===== src/rtl/cfn_pkg.sv =====
package cfn_pkg;

    localparam int DIVIDEND_W  = 17;
    localparam int REM_W       = 9;
    localparam int RECIP_W     = 20;
    localparam int RECIP_SHIFT = 24;
    localparam int PROD_W      = 37;
    localparam int DAY_W       = 18;
    localparam int YEAR_W      = 15;
    localparam int MLEN_W      = 5;

    localparam logic [REM_W-1:0]      DIV_60        = 9'd60;
    localparam logic [REM_W-1:0]      DIV_24        = 9'd24;
    localparam logic [REM_W-1:0]      DIV_400       = 9'd400;
    localparam logic [RECIP_W-1:0]    RECIP_60      = 20'd279620;
    localparam logic [RECIP_W-1:0]    RECIP_24      = 20'd699050;
    localparam logic [RECIP_W-1:0]    RECIP_400     = 20'd41943;
    localparam logic [REM_W-1:0]      Y400_LAST     = 9'd399;
    localparam logic [DIVIDEND_W-1:0] YEAR_BASE     = 17'd1900;
    localparam logic [3:0]            MONTH_FIRST   = 4'd0;
    localparam logic [3:0]            MONTH_LAST    = 4'd11;
    localparam logic [3:0]            MONTH_COUNT   = 4'd12;
    localparam logic [3:0]            MONTH_FEB     = 4'd1;
    localparam logic [12:0]           YEAR_OUT_MAX  = 13'd8191;

    typedef enum logic [2:0] {
        ST_IDLE,
        ST_SEC,
        ST_MIN,
        ST_HOUR,
        ST_YEAR,
        ST_WALK
    } state_t;

    typedef struct packed {
        logic                  start;
        logic [DIVIDEND_W-1:0] dividend;
        logic [REM_W-1:0]      divisor;
    } div_req_t;

    typedef struct packed {
        logic                  done;
        logic [DIVIDEND_W-1:0] quot;
        logic [REM_W-1:0]      rem;
    } div_rsp_t;

    // y400 is the full year modulo 400
    function automatic logic is_leap(input logic [REM_W-1:0] y400);
        return (y400[1:0] == 2'b00) && (y400 != 9'd100) && (y400 != 9'd200)
            && (y400 != 9'd300);
    endfunction

    function automatic logic [MLEN_W-1:0] month_days(input logic [3:0] month,
                                                     input logic leap);
        logic [MLEN_W-1:0] d;
        case (month) inside
            MONTH_FEB:                   d = leap ? 5'd29 : 5'd28;
            4'd3, 4'd5, 4'd8, 4'd10:     d = 5'd30;
            default:                     d = 5'd31;
        endcase
        return d;
    endfunction

endpackage


===== src/rtl/cfn_divider.sv =====
module cfn_divider (
    input  logic             aclk,
    input  logic             aresetn,
    input  cfn_pkg::div_req_t req,
    output cfn_pkg::div_rsp_t rsp
);
    import cfn_pkg::*;

    logic [DIVIDEND_W-1:0] num_reg, num_next;
    logic [REM_W-1:0]      div_reg, div_next;
    logic [RECIP_W-1:0]    recip_reg, recip_next;
    logic [DIVIDEND_W-1:0] quot_reg, quot_next;
    logic [REM_W:0]        part_reg, part_next;
    logic [REM_W-1:0]      rem_reg, rem_next;
    logic                  est_reg, est_next;
    logic                  back_reg, back_next;
    logic                  fix_reg, fix_next;
    logic                  done_reg, done_next;

    logic [RECIP_W-1:0]    recip_sel;
    logic [DIVIDEND_W-1:0] mul_a;
    logic [RECIP_W-1:0]    mul_b;
    logic [PROD_W-1:0]     prod;
    logic [DIVIDEND_W-1:0] back_diff;
    logic [REM_W:0]        part_sub;
    logic                  part_over;

    always_comb begin
        case (req.divisor)
            DIV_60:  recip_sel = RECIP_60;
            DIV_24:  recip_sel = RECIP_24;
            default: recip_sel = RECIP_400;
        endcase
    end

    // shared multiplier: reciprocal estimate first, then estimate times divisor
    assign mul_a     = est_reg ? num_reg : quot_reg;
    assign mul_b     = est_reg ? recip_reg : {{(RECIP_W-REM_W){1'b0}}, div_reg};
    assign prod      = PROD_W'(mul_a) * PROD_W'(mul_b);
    assign back_diff = num_reg - prod[DIVIDEND_W-1:0];
    assign part_sub  = part_reg - {1'b0, div_reg};
    assign part_over = part_reg >= {1'b0, div_reg};

    always_comb begin
        num_next   = num_reg;
        div_next   = div_reg;
        recip_next = recip_reg;
        quot_next  = quot_reg;
        part_next  = part_reg;
        rem_next   = rem_reg;
        est_next   = req.start;
        back_next  = est_reg;
        fix_next   = back_reg;
        done_next  = fix_reg;
        if (req.start) begin
            num_next   = req.dividend;
            div_next   = req.divisor;
            recip_next = recip_sel;
        end
        if (est_reg) begin
            quot_next = {{(DIVIDEND_W-PROD_W+RECIP_SHIFT){1'b0}},
                         prod[PROD_W-1:RECIP_SHIFT]};
        end
        if (back_reg) begin
            part_next = back_diff[REM_W:0];
        end
        if (fix_reg) begin
            if (part_over) begin
                quot_next = quot_reg + 1'b1;
                rem_next  = part_sub[REM_W-1:0];
            end else begin
                rem_next  = part_reg[REM_W-1:0];
            end
        end
    end

    always_ff @(posedge aclk) begin
        if (!aresetn) begin
            est_reg  <= 1'b0;
            back_reg <= 1'b0;
            fix_reg  <= 1'b0;
            done_reg <= 1'b0;
        end else begin
            est_reg  <= est_next;
            back_reg <= back_next;
            fix_reg  <= fix_next;
            done_reg <= done_next;
        end
        num_reg   <= num_next;
        div_reg   <= div_next;
        recip_reg <= recip_next;
        quot_reg  <= quot_next;
        part_reg  <= part_next;
        rem_reg   <= rem_next;
    end

    assign rsp.done = done_reg;
    assign rsp.quot = quot_reg;
    assign rsp.rem  = rem_reg;

endmodule


===== src/rtl/calendar_field_normalizer_unit.sv =====
// Normalizes one broken-down Gregorian date and time per request. Seconds carry
// into minutes, minutes into hours and hours into days through one shared
// divider (divide by 60, 60, 24, then the year by 400 for the leap test). Each
// division multiplies by a fixed reciprocal, multiplies the estimate back on
// the same multiplier and corrects it with one compare and subtract; the day is
// then walked one month per cycle until it lies inside its month. The result is
// loaded once the four divisions and the walk are done, where the walk crosses
// up to about 1170 months for the widest day field, and a new request can be
// taken in the cycle after the result is loaded. The finished result sits in an
// output register, so the next request can start while it waits to be taken; a
// walk that ends while the result before it is still waiting holds until that
// one is taken. A year below 0 or above 8191 saturates and raises range_error.
module calendar_field_normalizer_unit (
    input  logic        aclk,
    input  logic        aresetn,
    input  logic        s_tvalid,
    output logic        s_tready,
    // second_in[15:0], minute_in[31:16], hour_in[47:32], day_in[63:48],
    // month_in[67:64], year_in[80:68], zero fill up to 88 bits
    input  logic [87:0] s_tdata,
    output logic        m_tvalid,
    input  logic        m_tready,
    // second_out[5:0], minute_out[11:6], hour_out[16:12], day_out[21:17],
    // month_out[25:22], year_out[38:26], range_error[39]
    output logic [39:0] m_tdata
);
    import cfn_pkg::*;

    state_t state_reg, state_next;

    div_req_t div_req;
    div_rsp_t div_rsp;

    logic [15:0]              min_reg, min_next;
    logic [15:0]              hour_reg, hour_next;
    logic signed [DAY_W-1:0]  day_reg, day_next;
    logic [3:0]               month_reg, month_next;
    logic signed [YEAR_W-1:0] year_reg, year_next;
    logic [REM_W-1:0]         y400_reg, y400_next;
    logic [5:0]               sec_out_reg, sec_out_next;
    logic [5:0]               min_out_reg, min_out_next;
    logic [4:0]               hour_out_reg, hour_out_next;
    logic [39:0]              m_tdata_reg, m_tdata_next;
    logic                     m_tvalid_reg, m_tvalid_next;

    logic                     s_accept;
    logic [3:0]               month_in;
    logic [MLEN_W-1:0]        len_cur;
    logic [MLEN_W-1:0]        len_prev;
    logic signed [DAY_W-1:0]  len_cur_s;
    logic signed [DAY_W-1:0]  len_prev_s;
    logic [3:0]               month_prev;
    logic [3:0]               month_fwd;
    logic [REM_W-1:0]         y400_prev;
    logic [REM_W-1:0]         y400_fwd;
    logic                     day_nonpos;
    logic                     day_over;
    logic                     walk_done;
    logic                     out_free;
    logic [12:0]              year_sat;
    logic                     range_err;

    cfn_divider u_divider (
        .aclk    (aclk),
        .aresetn (aresetn),
        .req     (div_req),
        .rsp     (div_rsp)
    );

    assign s_accept = s_tvalid && s_tready;
    assign month_in = s_tdata[67:64];
    assign out_free = !m_tvalid_reg || m_tready;

    // month walk arithmetic
    assign month_prev = (month_reg == MONTH_FIRST) ? MONTH_LAST : month_reg - 1'b1;
    assign month_fwd  = (month_reg == MONTH_LAST) ? MONTH_FIRST : month_reg + 1'b1;
    assign y400_prev  = (month_reg != MONTH_FIRST) ? y400_reg
                      : ((y400_reg == '0) ? Y400_LAST : y400_reg - 1'b1);
    assign y400_fwd   = (month_reg != MONTH_LAST) ? y400_reg
                      : ((y400_reg == Y400_LAST) ? '0 : y400_reg + 1'b1);
    assign len_cur    = month_days(month_reg, is_leap(y400_reg));
    assign len_prev   = month_days(month_prev, is_leap(y400_prev));
    assign len_cur_s  = signed'({{(DAY_W-MLEN_W){1'b0}}, len_cur});
    assign len_prev_s = signed'({{(DAY_W-MLEN_W){1'b0}}, len_prev});
    assign day_nonpos = day_reg[DAY_W-1] || (day_reg == '0);
    assign day_over   = day_reg > len_cur_s;
    assign walk_done  = !day_nonpos && !day_over;

    // year saturation
    always_comb begin
        if (year_reg[YEAR_W-1]) begin
            year_sat  = '0;
            range_err = 1'b1;
        end else if (year_reg > signed'({2'b00, YEAR_OUT_MAX})) begin
            year_sat  = YEAR_OUT_MAX;
            range_err = 1'b1;
        end else begin
            year_sat  = year_reg[12:0];
            range_err = 1'b0;
        end
    end

    // next state
    always_comb begin
        state_next = state_reg;
        unique case (state_reg)
            ST_IDLE: if (s_accept) state_next = ST_SEC;
            ST_SEC:  if (div_rsp.done) state_next = ST_MIN;
            ST_MIN:  if (div_rsp.done) state_next = ST_HOUR;
            ST_HOUR: if (div_rsp.done) state_next = ST_YEAR;
            ST_YEAR: if (div_rsp.done) state_next = ST_WALK;
            ST_WALK: if (walk_done && out_free) state_next = ST_IDLE;
            default: state_next = ST_IDLE;
        endcase
    end

    // divider requests
    always_comb begin
        div_req.start    = 1'b0;
        div_req.dividend = '0;
        div_req.divisor  = DIV_60;
        unique case (state_reg)
            ST_IDLE: begin
                div_req.start    = s_accept;
                div_req.dividend = {1'b0, s_tdata[15:0]};
                div_req.divisor  = DIV_60;
            end
            ST_SEC: begin
                div_req.start    = div_rsp.done;
                div_req.dividend = {1'b0, min_reg} + div_rsp.quot;
                div_req.divisor  = DIV_60;
            end
            ST_MIN: begin
                div_req.start    = div_rsp.done;
                div_req.dividend = {1'b0, hour_reg} + div_rsp.quot;
                div_req.divisor  = DIV_24;
            end
            ST_HOUR: begin
                div_req.start    = div_rsp.done;
                div_req.dividend = {2'b00, year_reg} + YEAR_BASE;
                div_req.divisor  = DIV_400;
            end
            ST_YEAR, ST_WALK: begin
                div_req.start = 1'b0;
            end
            default: div_req.start = 1'b0;
        endcase
    end

    // datapath
    always_comb begin
        min_next      = min_reg;
        hour_next     = hour_reg;
        day_next      = day_reg;
        month_next    = month_reg;
        year_next     = year_reg;
        y400_next     = y400_reg;
        sec_out_next  = sec_out_reg;
        min_out_next  = min_out_reg;
        hour_out_next = hour_out_reg;
        m_tdata_next  = m_tdata_reg;
        m_tvalid_next = m_tvalid_reg && !m_tready;
        unique case (state_reg)
            ST_IDLE: begin
                if (s_accept) begin
                    min_next  = s_tdata[31:16];
                    hour_next = s_tdata[47:32];
                    day_next  = DAY_W'(signed'(s_tdata[63:48]));
                    year_next = signed'({2'b00, s_tdata[80:68]});
                    if (month_in >= MONTH_COUNT) begin
                        month_next = month_in - MONTH_COUNT;
                        year_next  = signed'({2'b00, s_tdata[80:68]}) + 15'sd1;
                    end else begin
                        month_next = month_in;
                    end
                end
            end
            ST_SEC:  if (div_rsp.done) sec_out_next = div_rsp.rem[5:0];
            ST_MIN:  if (div_rsp.done) min_out_next = div_rsp.rem[5:0];
            ST_HOUR: begin
                if (div_rsp.done) begin
                    hour_out_next = div_rsp.rem[4:0];
                    day_next      = day_reg + signed'({1'b0, div_rsp.quot});
                end
            end
            ST_YEAR: if (div_rsp.done) y400_next = div_rsp.rem;
            ST_WALK: begin
                if (day_nonpos) begin
                    day_next   = day_reg + len_prev_s;
                    month_next = month_prev;
                    y400_next  = y400_prev;
                    if (month_reg == MONTH_FIRST) year_next = year_reg - 15'sd1;
                end else if (day_over) begin
                    day_next   = day_reg - len_cur_s;
                    month_next = month_fwd;
                    y400_next  = y400_fwd;
                    if (month_reg == MONTH_LAST) year_next = year_reg + 15'sd1;
                end else if (out_free) begin
                    m_tdata_next  = {range_err, year_sat, month_reg, day_reg[4:0],
                                     hour_out_reg, min_out_reg, sec_out_reg};
                    m_tvalid_next = 1'b1;
                end
            end
            default: begin
                m_tvalid_next = m_tvalid_reg && !m_tready;
            end
        endcase
    end

    always_ff @(posedge aclk) begin
        if (!aresetn) begin
            state_reg    <= ST_IDLE;
            m_tvalid_reg <= 1'b0;
        end else begin
            state_reg    <= state_next;
            m_tvalid_reg <= m_tvalid_next;
        end
        min_reg      <= min_next;
        hour_reg     <= hour_next;
        day_reg      <= day_next;
        month_reg    <= month_next;
        year_reg     <= year_next;
        y400_reg     <= y400_next;
        sec_out_reg  <= sec_out_next;
        min_out_reg  <= min_out_next;
        hour_out_reg <= hour_out_next;
        m_tdata_reg  <= m_tdata_next;
    end

    assign s_tready = (state_reg == ST_IDLE);
    assign m_tvalid = m_tvalid_reg;
    assign m_tdata  = m_tdata_reg;

endmodule


===== config.mk =====
export PLATFORM = sky130hd
export DESIGN_NAME = calendar_field_normalizer_unit
export DESIGN_NICKNAME = d
export VERILOG_FILES = /design/src/rtl/cfn_pkg.sv /design/src/rtl/cfn_divider.sv /design/src/rtl/calendar_field_normalizer_unit.sv
export SDC_FILE = /design/constraint.sdc
export NUM_CORES = 1
export LEC_CHECK = 0
export BUFFER_PORTS_ARGS = -buffer_cell sky130_fd_sc_hd__buf_4
export CAP_MARGIN = 20
export CORE_ASPECT_RATIO = 0.7
export CORE_MARGIN = 2
export CORE_UTILIZATION = 48
export CTS_CLUSTER_SIZE = 30
export DETAILED_ROUTE_END_ITERATION = 12
export GPL_TIMING_DRIVEN = 0
export PLACE_DENSITY = 0.65
export RECOVER_POWER = 25
export SLEW_MARGIN = 20
export SYNTH_ARGS = -nofsm -noshare
export SYNTH_HDL_FRONTEND = slang
export SYNTH_SLANG_ARGS = --single-unit

===== constraint.sdc =====
create_clock -name aclk -period 8.47 [get_ports aclk]
set_input_delay 1.694 -clock aclk [delete_from_list [all_inputs] [get_ports aclk]]
set_output_delay 1.694 -clock aclk [all_outputs]
set_load 0.02 [all_outputs]

Word-level counts from Yosys, hierarchy flattened
Index checks and enable logic that the tools add are counted.
- bits in registers: 225
- input port bits: 92
- word-level logic and storage cells: 177
- add/sub/neg operators: 17
- multipliers: 1
- magnitude comparators: 4
- equal/unequal tests: 36
- muxes and demuxes: 55
- bitwise operators: 2
- reduce and logical (&&, ||, !) cells: 39
- operators by type and width (cell ; count):
    case mux 26 bit (4 select lines) ; 1
    2-to-1 mux 15 bit ; 5
    2-to-1 mux 18 bit ; 4
    2-to-1 mux 9 bit ; 8
    2-to-1 mux 17 bit ; 4
    case mux 18 bit (3 select lines) ; 1
    case mux 20 bit (2 select lines) ; 1
    multiplier 17 x 20 -> 37 bit ; 1
    adder 16 x 17 -> 17 bit ; 2
    case mux 15 bit (2 select lines) ; 1
    2-to-1 mux 4 bit ; 6
    == test 4 bit (second input constant) ; 5
    2-to-1 mux 20 bit ; 1
    adder 18 bit ; 1
    adder 18 x 6 -> 18 bit ; 1
    > comparator 18 x 6 -> 1 bit ; 1
    logical NOT 18 bit ; 1
    2-to-1 mux 3 bit ; 6
    != test 9 x 7 -> 1 bit (second input constant) ; 2
    != test 9 x 8 -> 1 bit (second input constant) ; 2
    != test 9 bit (second input constant) ; 2
    case mux 3 bit (6 select lines) ; 1
    case mux 9 bit (2 select lines) ; 1
    subtractor 18 x 6 -> 18 bit ; 1
    53 further kinds ; 95

Longest topological paths before layout
- depth after elaboration: 12
- gate-level depth with buffers: 26
- mapped depth without buffers: 24

By module
From an unflattened synthesis, not the netlist that was laid out.
- cell total of the unflattened synthesis: 2503
- area total of the unflattened synthesis: 23521.3 µm²
- modules (own cells, without submodules) (module ; instances ; cells an instance ; area each (µm²) ; seq. area each (µm²)):
    cfn_divider ; 1 ; 1481 ; 13584.3 ; 1921.8
    calendar_field_normalizer_unit ; 1 ; 1022 ; 9937.0 ; 4134.0

Worst setup path after synthesis
Ideal clock, no wire load.
- path type: register to register
- start: register u_divider.est_reg (netlist: u_divider.back_next)
- end: register u_divider.quot_reg[6]
- arrival: 6.482 ns
- setup slack: 1.874 ns
- cell stages (with the launch flop): 25
- buffers on the path: 3
- clock period less this slack: 6.596 ns
- path through: dfxtp_1 -> clkbuf_1 -> clkbuf_1 -> clkbuf_1 -> nand2_1 -> nand2_1 -> nand2_1 -> fa_1 -> inv_1 -> fa_1 -> fa_1 -> fa_1 -> fa_1 -> inv_1 -> fa_1 -> inv_1 -> ha_1 -> nand2_1 -> a2111oi_1 -> a211oi_1 -> a21oi_1 -> o211ai_2 -> a21boi_0 -> mux2i_1 -> a21o_1
- cells in the longest elaborated chain, start to end: 5
- elaborated cells between the ends (all ways): 6
- RTL lines (what ; RTL line ; RTL):
    start, declared ; cfn_divider.sv:15 ; logic est_reg, est_next;
    start signal, assigned ; cfn_divider.sv:84 ; est_reg <= est_next;
    2-to-1 mux 17 bit / 2-to-1 mux 20 bit (equally long branches) ; cfn_divider.sv:37, cfn_divider.sv:38 ;
    multiplier 17 x 20 -> 37 bit ; cfn_divider.sv:39 ; assign prod = PROD_W'(mul_a) * PROD_W'(mul_b);
    2-to-1 mux 17 bit (*) ; cfn_divider.sv:60 ; if (est_reg) begin
    2-to-1 mux 17 bit ; cfn_divider.sv:68 ; if (part_over) begin
    2-to-1 mux 17 bit (*) ; cfn_divider.sv:67 ; if (fix_reg) begin
    net u_divider.quot_next[6] ; cfn_divider.sv:12 ; logic [DIVIDEND_W-1:0] quot_reg, quot_next;
    end signal, assigned ; cfn_divider.sv:92 ; quot_reg <= quot_next;
    end, declared ; cfn_divider.sv:12 ;
The timed path passes the listed nets; every way through them passes the cells marked *.
A chain may end at the register's enable or synchronous reset.

Worst setup path in the final report
- start: register u_divider.recip_reg[6]
- end: register u_divider.quot_reg[12]
- cells in the longest elaborated chain, start to end: 5
- RTL lines (what ; RTL line ; RTL):
    start, declared ; cfn_divider.sv:11 ; logic [RECIP_W-1:0] recip_reg, recip_next;
    start signal, assigned ; cfn_divider.sv:91 ; recip_reg <= recip_next;
    2-to-1 mux 20 bit (*) ; cfn_divider.sv:38 ; assign mul_b = est_reg ? recip_reg : {{(RECIP_W-REM_W){1'b0}}, div_reg};
    multiplier 17 x 20 -> 37 bit (*) ; cfn_divider.sv:39 ;
    2-to-1 mux 17 bit (*) ; cfn_divider.sv:60 ;
    2-to-1 mux 17 bit ; cfn_divider.sv:68 ;
    2-to-1 mux 17 bit (*) ; cfn_divider.sv:67 ;
    net u_divider.quot_next[12] ; cfn_divider.sv:12 ;
Marks and branches as above.

==> results.toml <==
[cts]
clk_pin_slew_ps = 70
post-cts-setup-buffer-count = 0
hold_buffers = 0
cts_buffers = 20
cts_sinks = 204
cts-root-buf = "clkbuf_16"
clock_latency_ps = 530
cts_tree = "yes"
htreeDepth = 1
ctsLongestPathBuffers = 3

[route]
drt_iter0_markers = 1979
antenna_left = 0
num_vias = 18300
drc = 0
first_pass_iters = 5
routed_via_density = 5.75
wl_per_cell_um = 21.2
routed_wl_um = 67700

[floorplan]
start_util = 0.488
dieWidth_um = 264
die_h_um = 186
fp-row-count = 66
core_um2 = 46600
die_area_um2 = 49200
pin_count = 134

[logic_synthesis]
ys_top_cells_by_area = "edfxtp_1 (24%), fa_1 (21%), ha_1 (12%), inv_1 (6.8%), nand2_1 (3.4%)"
netlist_area_um2 = 22700
synth_edf_count = 179
syn-num-nets = 2961
ys_seq_elements = 204
ys_types = 86
async_flop_share = 0
synth_top_area_cell = "edfxtp_1"
netlist_instances = 2408
ys_seq_area_frac = 0.258
yosys_warnings = 0
synth_flop_cell = "edfxtp_1"
synth_top_area_share = 0.236
synth_area_per_cell_um2 = 9.44

[timing]
fmax_mhz = 122
grt_setup_unrepaired = "false"
slew_violations = 0
tightest_slew_ps = 1190
relSlewSlack = 0.200
fin_crit_sh = 0.964
final-hold-violation-count = 0
tns_ps = 0
fin_crit_ps = 8160
skew_ps = 28.5
setup_viol = 0

[setup_path]
cp.arrival_ps = 8580
startpoint_type = "flop"
crit_family = "adder cells"
cp_common_cell = "fa_1"
cp-end-kind = "flop"
path_class = "reg2reg"
required_ps = 8880
slowest_delay_ps = 720
path_cells = "and2_1 -> clkbuf_1 -> nor2_1 -> nor2_1 -> xnor2_1 -> ha_1 -> fa_1 -> fa_1 -> fa_1 -> fa_1 -> inv_1 -> fa_1 -> inv_1 -> ha_1 -> nand2_1 -> a2111oi_2 -> a211oi_1 -> a21oi_1 -> o211ai_2 -> o31ai_1 -> a2111o_1 -> nand4_1"
cpMaxStageDelayCell = "nor2_1"
path_buf_inv = 3
path_max_fanout = 10
reg2reg_slack_ps = 310

[finish]
fin_cells = 3187
diodes = 0
largest_reg_flops = 40
syn2layout_area_growth_pct = 11.0
nets = 3114
drive_above_1_share = 0.0909

[global_route]
grt_pass1_vias = 17700
grt-ovfl-total = 0
antenna_found_initial = 1
gr-usage-all-layers = 0.276
grt_max_degree = 33
grt_pass1_wl_um = 103000

[placement]
place.gp.congestion = 0.961
dp_hpwl_um = 55700
port_buffers = 126
dp_cells = 3151

[min_path]
hold_class = "reg2reg"

[power]
leakagePower_nw = 11.8
p_per_area_nw_per_um2 = 270
ir_drop_mv = 0.256
fin_total_pwr_mw = 6.82

[run_status]
status = "finished clean"

[flow_run]
cap_violations = 0
layout make-up:
cell class	instances	area (µm²)
fill	4272	21300
multi-input combinational	1721	15100
sequential	204	5880
inverter	414	1560
timing repair buffer	131	1040
tap	612	766
clock buffer	26	564
buffer	69	299
clock inverter	10	83.8
cells in the final DEF, fill, tap and decap left out, drive strengths merged, types with 23 or more instances in the layout:
cell and instances:
a21o 31, a21oi 113, and2 26, and3 68
buf 110, clkbuf 116, dfxtp 25, edfxtp 179
fa 239, ha 222, inv 415, nand2 207
nand2b 23, nand3 42, nor2 193, nor2b 27
nor3 33, o21ai 111, xnor2 58, xor2 54
routing by layer:
layer	part of all wire	vias to the layer above	GRT usage
li1	-	8430	-
met1	0.47	8942	0.429
met2	0.40	866	0.385
met3	0.11	90	0.0699
met4	0.020	0	0.0500
met5	0	-	0
logic make-up after synthesis:
group / synth area share
fa+ha+maj: 0.333
buf+inv: 0.0815
flops: 0.258
simple gates: 0.144
compound gates: 0.121
mux: 0.0193
xor+xnor: 0.0431
worst reg2reg max path, stage by stage (launching register included):
cell       delay [ps]
edfxtp_1          600
and2_1            270
clkbuf_1          280
nor2_1            720
nor2_1            190
xnor2_1           170
ha_1              330
fa_1              530
fa_1              560
fa_1              530
fa_1              540
inv_1              60
fa_1              530
inv_1              50
ha_1              360
nand2_1           130
a2111oi_2         590
a211oi_1          160
a21oi_1           450
o211ai_2          250
o31ai_1           440
a2111o_1          220
nand4_1            70
synth_stat cells, drive strengths merged, types with 18 or more instances:
| cell type | number |
|---|---|
| nor2b | 27 |
| and2 | 26 |
| mux2 | 21 |
| mux2i | 18 |
| inv | 412 |
| a31oi | 21 |
| a21o | 31 |
| a21oi | 113 |
| dfxtp | 25 |
| a22oi | 21 |
| a211oi | 18 |
| ha | 222 |
| edfxtp | 179 |
| nor3 | 33 |
| and3 | 68 |
| xnor2 | 58 |
| fa | 239 |
| nand4 | 20 |
| xor2 | 54 |
| o21ai | 111 |
| nand2 | 207 |
| clkbuf | 57 |
| nor2 | 193 |
| nand3 | 42 |
| nand2b | 23 |
worst paths after layout:
check	start	endpoint	depth (start not counted)
max	u_divider.recip_reg[6]	u_divider.quot_reg[12]	22
min reg2reg	sec_out_reg[4]	m_tdata[4]	0
min	sec_out_reg[4]	m_tdata[4]	0
max reg2reg	u_divider.recip_reg[6]	u_divider.quot_reg[12]	22
stage by stage:
step | setup slack (ps) | hold WS, ps | utilization | instance area [µm²]
after CTS | 180 | 421 | 0.542 | 25200
final | 306 | 419 | 0.542 | 25200
after detailed placement | -136 | 405 | 0.528 | 24600
after global placement | -95.5 | 407 | 0.525 | 24400
after floorplan | 1870 | 400 | - | 22700
after global routing | 37.0 | 434 | 0.542 | 25200
power breakdown:
group | internal [mW] | switching (mW)
registers | 1.26 | 0.157
logic | 1.82 | 2.68
clock network | 0.482 | 0.425
what timing repair did:
item	4_1_cts	5_1_grt
endpoints found under the setup margin	6	9
gates resized for setup	4	6
endpoints found under the hold margin	0	0
No activity file was read; power rests on OpenSTA's default activity.
